**src/sv/tsg_pkg.sv**
```systemverilog
// shared types, widths and state encodings of the tangent space generator
// used by tsg_norm and tangent_space_generator
package tsg_pkg;

  localparam int COORD_BITS = 16;
  localparam int IN_W       = 16;
  localparam int OUT_W      = 16;
  localparam int CFG_W      = 3;
  localparam int EDGE_W     = IN_W + 1;
  localparam int PROD_W     = 2 * EDGE_W;
  localparam int VEC_W      = PROD_W + 1;
  localparam int IN_FIELDS  = 8;
  localparam int OUT_FIELDS = 6;
  localparam int S_DATA_W   = IN_FIELDS * IN_W;
  localparam int M_DATA_W   = OUT_FIELDS * OUT_W;

  localparam int UP_SHIFT   = (COORD_BITS < IN_W) ? IN_W - COORD_BITS : 0;
  localparam int DOWN_SHIFT = (COORD_BITS > IN_W) ? COORD_BITS - IN_W : 0;

  localparam logic [CFG_W-1:0] GROUP_TRI  = 3'd3;
  localparam logic [CFG_W-1:0] GROUP_QUAD = 3'd4;
  localparam logic [2:0]       ISSUE_LAST = 3'd5;

  typedef logic signed [VEC_W-1:0] vec_t;
  typedef logic signed [OUT_W-1:0] coord_t;

  typedef struct packed {
    logic start;
    vec_t x;
    vec_t y;
    vec_t z;
  } norm_req_t;

  typedef struct packed {
    logic   done;
    coord_t x;
    coord_t y;
    coord_t z;
  } norm_rsp_t;

  typedef enum logic [2:0] {
    ST_IDLE,
    ST_PROD,
    ST_DRAIN,
    ST_NSTART,
    ST_NWAIT,
    ST_EMIT
  } st_t;

  typedef enum logic [1:0] {
    JOB_TA,
    JOB_TB,
    JOB_CA,
    JOB_CB
  } job_t;

  typedef enum logic [2:0] {
    N_IDLE,
    N_SCALE,
    N_SQUARE,
    N_ROOT,
    N_DSETUP,
    N_DIVIDE,
    N_DONE
  } nst_t;

  // bring a raw coordinate to the internal 16 bit format
  function automatic logic signed [IN_W-1:0] take_coord(input logic [IN_W-1:0] raw);
    logic [IN_W-1:0] bits;
    bits = (COORD_BITS <= IN_W) ? (raw << UP_SHIFT) : (raw >> DOWN_SHIFT);
    return signed'(bits);
  endfunction

endpackage

```
**src/sv/tsg_norm.sv**
```systemverilog
// iterative vector normalizer: scale, sum of squares, bitwise root, restoring divide
// depends on tsg_pkg
module tsg_norm (
  input  logic              clk,
  input  logic              rst,
  input  tsg_pkg::norm_req_t req,
  output tsg_pkg::norm_rsp_t rsp
);

  localparam int MAG_W  = tsg_pkg::VEC_W;
  localparam int ROOT_W = 64;
  localparam int REM_W  = 47;

  tsg_pkg::nst_t nst, nst_next;

  logic [MAG_W-1:0]  mag [3];
  logic [2:0]        neg;
  logic [1:0]        cidx;
  logic [ROOT_W-1:0] sum, rx, rr, rbit;
  logic [REM_W-1:0]  rem;
  logic [14:0]       q;
  logic [3:0]        dstep;
  tsg_pkg::coord_t   res [3];

  logic [MAG_W-1:0]  m;
  logic [MAG_W-1:0]  in_mag [3];
  logic [59:0]       sq;
  logic [ROOT_W-1:0] sum_acc, trial;
  logic [REM_W-1:0]  den_sh;
  logic              hit;
  logic [14:0]       q_fin;
  logic              in_zero;

  always_comb begin
    in_mag[0] = req.x[MAG_W-1] ? MAG_W'(-req.x) : MAG_W'(req.x);
    in_mag[1] = req.y[MAG_W-1] ? MAG_W'(-req.y) : MAG_W'(req.y);
    in_mag[2] = req.z[MAG_W-1] ? MAG_W'(-req.z) : MAG_W'(req.z);
    in_zero = (req.x == '0) && (req.y == '0) && (req.z == '0);
    m = mag[0];
    if (mag[1] > m) m = mag[1];
    if (mag[2] > m) m = mag[2];
    sq = 60'(mag[cidx][29:0]) * 60'(mag[cidx][29:0]);
    sum_acc = sum + ROOT_W'(sq);
    trial = rr + rbit;
    den_sh = REM_W'({rr[31:0], 1'b0}) << dstep;
    hit = rem >= den_sh;
    q_fin = q | (15'(hit) << dstep);
  end

  always_comb begin
    nst_next = nst;
    unique case (nst)
      tsg_pkg::N_IDLE:   if (req.start) nst_next = in_zero ? tsg_pkg::N_DONE : tsg_pkg::N_SCALE;
      tsg_pkg::N_SCALE: begin
        if (m < MAG_W'(64'h4000_0000) && m >= MAG_W'(64'h2000_0000)) nst_next = tsg_pkg::N_SQUARE;
      end
      tsg_pkg::N_SQUARE: if (cidx == 2'd2) nst_next = tsg_pkg::N_ROOT;
      tsg_pkg::N_ROOT:   if (rbit == ROOT_W'(1)) nst_next = tsg_pkg::N_DSETUP;
      tsg_pkg::N_DSETUP: nst_next = tsg_pkg::N_DIVIDE;
      tsg_pkg::N_DIVIDE: begin
        if (dstep == 4'd0) nst_next = (cidx == 2'd2) ? tsg_pkg::N_DONE : tsg_pkg::N_DSETUP;
      end
      tsg_pkg::N_DONE:   nst_next = tsg_pkg::N_IDLE;
      default:           nst_next = tsg_pkg::N_IDLE;
    endcase
  end

  always_ff @(posedge clk) begin
    if (rst) begin
      nst <= tsg_pkg::N_IDLE;
    end else begin
      nst <= nst_next;
    end
  end

  always_ff @(posedge clk) begin
    case (nst)
      tsg_pkg::N_IDLE: begin
        if (req.start) begin
          mag[0] <= in_mag[0];
          mag[1] <= in_mag[1];
          mag[2] <= in_mag[2];
          neg    <= {req.z[MAG_W-1], req.y[MAG_W-1], req.x[MAG_W-1]};
          res[0] <= '0;
          res[1] <= '0;
          res[2] <= '0;
        end
      end
      tsg_pkg::N_SCALE: begin
        for (int k = 0; k < 3; k++) begin
          if (m >= MAG_W'(64'h4_0000_0000)) mag[k] <= mag[k] >> 4;
          else if (m >= MAG_W'(64'h4000_0000)) mag[k] <= mag[k] >> 1;
          else if (m < MAG_W'(64'h200_0000)) mag[k] <= mag[k] << 4;
          else if (m < MAG_W'(64'h2000_0000)) mag[k] <= mag[k] << 1;
        end
        cidx <= 2'd0;
        sum  <= '0;
      end
      tsg_pkg::N_SQUARE: begin
        if (cidx == 2'd2) begin
          rx   <= sum_acc;
          rr   <= '0;
          rbit <= ROOT_W'(1) << 62;
          cidx <= 2'd0;
        end else begin
          sum  <= sum_acc;
          cidx <= cidx + 2'd1;
        end
      end
      tsg_pkg::N_ROOT: begin
        if (rx >= trial) begin
          rx <= rx - trial;
          rr <= (rr >> 1) + rbit;
        end else begin
          rr <= rr >> 1;
        end
        rbit <= rbit >> 2;
      end
      tsg_pkg::N_DSETUP: begin
        rem   <= (REM_W'(mag[cidx][29:0]) << 15) + REM_W'(rr[31:0]);
        dstep <= 4'd14;
        q     <= '0;
      end
      tsg_pkg::N_DIVIDE: begin
        if (hit) rem <= rem - den_sh;
        q <= q_fin;
        if (dstep == 4'd0) begin
          res[cidx] <= neg[cidx] ? -tsg_pkg::OUT_W'(q_fin) : tsg_pkg::OUT_W'(q_fin);
          cidx      <= cidx + 2'd1;
        end else begin
          dstep <= dstep - 4'd1;
        end
      end
      default: ;
    endcase
  end

  assign rsp.done = (nst == tsg_pkg::N_DONE);
  assign rsp.x    = res[0];
  assign rsp.y    = res[1];
  assign rsp.z    = res[2];

endmodule

```
**config.mk**
```make
export PLATFORM = sky130hd
export DESIGN_NAME = tsg_norm
export DESIGN_NICKNAME = d
export VERILOG_FILES = /design/src/sv/tsg_pkg.sv /design/src/sv/tsg_norm.sv
export SDC_FILE = /design/constraint.sdc
export NUM_CORES = 2
export LEC_CHECK = 0
export ABC_CLOCK_PERIOD_IN_PS = 32800
export BUFFER_PORTS_ARGS = -buffer_cell sky130_fd_sc_hd__buf_2
export CAP_MARGIN = 25
export CORE_MARGIN = 2
export CORE_UTILIZATION = 60
export CTS_CLUSTER_SIZE = 14
export DETAILED_ROUTE_END_ITERATION = 8
export PLACE_DENSITY_LB_ADDON = 0.08
export SLEW_MARGIN = 20
export SYNTH_ARGS = -nofsm -noshare
export SYNTH_HDL_FRONTEND = slang
export SYNTH_SLANG_ARGS = --single-unit
export TNS_END_PERCENT = 20
```
**constraint.sdc**
```tcl
create_clock -name clk -period 32.8 [get_ports clk]
set_clock_uncertainty 0.1 [all_clocks]
set_input_delay 6.56 -clock clk [delete_from_list [all_inputs] [get_ports clk]]
set_output_delay 6.56 -clock clk [all_outputs]
set_load 0.01 [all_outputs]
```
==> flow_metrics.tcl <==
set metrics [dict create \
    drc 0 \
    synth_area_leaders "fa_1 (23%), edfxtp_1 (21%), ha_1 (10%)" \
    synth_top_flop_cell "edfxtp_1" \
    worstSkewPairLatency_ns 0.71 \
    slew_viol_final 0 \
    start_util 0.606 \
    ant_nets 0 \
    port_buffers 156 \
    layout_common_cells "inv_1 (1,090), fa_1 (755), nand2_1 (710)" \
    final_cells 8708 \
    synth_nets 8669 \
    grt_pass1_wl_um 316000 \
    area_growth_pct 6.51 \
    ctsHtreeMaxLevel 2 \
    worstSetupPathType "reg2reg" \
    cts_tree "done" \
    ios 157 \
    post-route-period-util 0.329 \
    slew_headroom 0.213 \
    drt-total-wl_um 204000 \
    r2r_cells 30 \
    drt_first_pass_iters 8 \
    outcome "complete, no violations" \
    clock-sinks 453 \
    grt-ovfl-total 0 \
    syn_area_per_cell_um2 8.92 \
    setup.worst_path.end_class "flip-flop" \
    ys_warn_count 0 \
    grt_pass1_vias 54400 \
    detailed_place_hpwl_um 157000 \
    placedCellCount 8594 \
    clkTransAtPathRegs_ns 0.06 \
    holdPathStages 1 \
    fin_tns_setup_ns 0 \
    synth_cells 7285 \
    grtUsageTotal 0.367 \
    layout-drive-gt1-share 0.0678 \
    min_from "dstep[0]$_SDFFCE_PN0P_" \
    crit_path_max_fanout 30 \
    avgViaCountPerCell 6.28 \
    synthArstFlopShare 0 \
    synth-edff-count 448 \
    max_freq_ghz 0.0926 \
    r2r_end "rx[62]$_DFFE_PP_" \
    rsz0062_at_grt "no" \
    cp_slowest_cell "dfxtp_2" \
    final-setup-viol-count 0 \
    die_y_um 333 \
    period_minus_slack_ns 10.79 \
    ys_seq_area_frac 0.209 \
    worst_hold_path_type "reg2reg" \
    post_cts_buffers 0 \
    root_buffer "clkbuf_16" \
    worstPathArrival_ns 11.11 \
    dr_total_vias 54700 \
    synth_top_cell_by_area "fa_1" \
    gp_congestion 0.989 \
    antenna_found_initial 9 \
    worst_ep_required_time_ns 33.11 \
    final_common_cell "inv_1" \
    cp-start-kind "flip-flop" \
    core.rowCount 120 \
    wl_per_cell_um 23.4 \
    drt-initial-drc-count 5527 \
    rrSetupSlack_ns 22.01 \
    cts_resized 0 \
    coreArea_um2 107000 \
    dieWidth_um 333 \
    hold_violations 0 \
    synth_top_area_frac 0.233 \
    max_stage_delay_ns 0.95 \
    cts_hold_buf 0 \
    worst_pin_slew_ns 1.17 \
    cts_buffer_depth 3 \
    finalNetCount 8640 \
    die-area_um2 111000 \
    grt_max_degree 98 \
    ys_ff_latch 453 \
    whs_endpoint "dstep[0]$_SDFFCE_PN0P_" \
    cap_viol_max_count 0 \
    syn_area_um2 65000 \
    synth.distinct_cells 81 \
    numCtsBuffers 58 \
]
cells in the mapped netlist (9+ instances only):
library cell,count
or3_1,31
nand3_1,117
mux4_2,15
fa_1,755
a21oi_1,381
nand2_1,714
nor4_1,28
xnor2_1,197
a222oi_1,19
a21boi_0,14
nand2b_1,42
ha_1,521
nand4_1,75
and2_1,45
or4_1,25
xor2_1,196
o22ai_1,51
inv_1,1090
o21bai_1,43
o32ai_1,23
a21o_1,160
edfxtp_1,448
o21ai_0,392
and3_1,95
a31oi_1,97
o31ai_1,52
nor2_1,629
a221oi_1,9
nor2b_1,46
and4_1,10
a211oi_1,53
mux2_2,55
or2_2,17
o211ai_1,22
nor3_1,76
clkbuf_1,299
buf_1,35
a2111oi_0,13
nor3b_1,13
mux2i_1,122
nand3b_1,9
o41ai_1,22
o21a_1,62
a31o_2,26
a22oi_1,24
metrics by stage:
step                instance area [um2]  hold slack, ns  worst slack (ns)   util
CTS                               69100           0.460             22.09  0.645
floorplan                         65000           0.453             22.30      -
global route                      69200           0.488             21.40  0.646
finish                            69200           0.465             22.01  0.646
global placement                  67100           0.445             22.23  0.626
detailed placement                67100           0.451             22.13  0.626
state kept, by name, indices dropped and copies added (netlist names), named ones only:
name / cells
q: 15
rr: 64
mag: 105
neg: 3
rx: 64
rem: 47
nst: 3
sum: 64
dstep: 4
res: 48
cidx: 2
rbit: 32
layer usage:
| layer | track usage | vias up | part of all wire |
|---|---|---|---|
| met4 | 0.165 | 12 | 0.050 |
| met5 | 0 | - | 0.00041 |
| met3 | 0.0685 | 559 | 0.092 |
| li1 | - | 24700 | - |
| met1 | 0.488 | 26800 | 0.40 |
| met2 | 0.586 | 2639 | 0.46 |
worst max-delay path, delay by kind of cell (launching register included):
family / cells / cell delay, ns
muxes: 1 / 0.26
and+or+nand+nor: 1 / 0.23
xor gates and xnor gates: 1 / 0.24
AOI/OAI and AO/OA: 10 / 3.57
DFF: 1 / 0.95
adders and majority gates: 9 / 4.34
buffers and inverters: 8 / 0.80
cell type report:
cell class / instances / area, um2
clock buffer: 65 / 1480
antenna: 2 / 5.00
timing repair buffer: 251 / 1530
clock inverter: 42 / 573
tap: 1403 / 1760
inverter: 1096 / 4120
sequential: 453 / 13600
multi-input combinational: 5396 / 46200
fill: 9203 / 38000
worst max path at each step:
stage	startpoint	to	slack, ns	cells after the start
finish	flip-flop	rx[62]$_DFFE_PP_	22.01	30
global placement	flip-flop	rx[62]$_DFFE_PP_	22.23	28
global route	flip-flop	rx[62]$_DFFE_PP_	21.40	30
CTS	flip-flop	rx[62]$_DFFE_PP_	22.09	30
detailed placement	flip-flop	rx[62]$_DFFE_PP_	22.13	30
floorplan	rr[0]$_SDFFCE_PN0P_	rx[0]$_DFFE_PP_	22.30	26
kinds of logic (layout without fill, tap and decap cells):
family	Yosys count	after routing	synth area share
compound gates	1551	1551	0.151
xor+xnor	393	393	0.0530
fa+ha+maj	1276	1276	0.333
buf+inv	1436	1454	0.0831
flops	453	453	0.209
mux	192	192	0.0335
other cells	0	2	0
simple gates	1984	1984	0.138
Power is not shown: default switching activity piles up to over one toggle a cycle in this logic, so the estimate is an artifact.
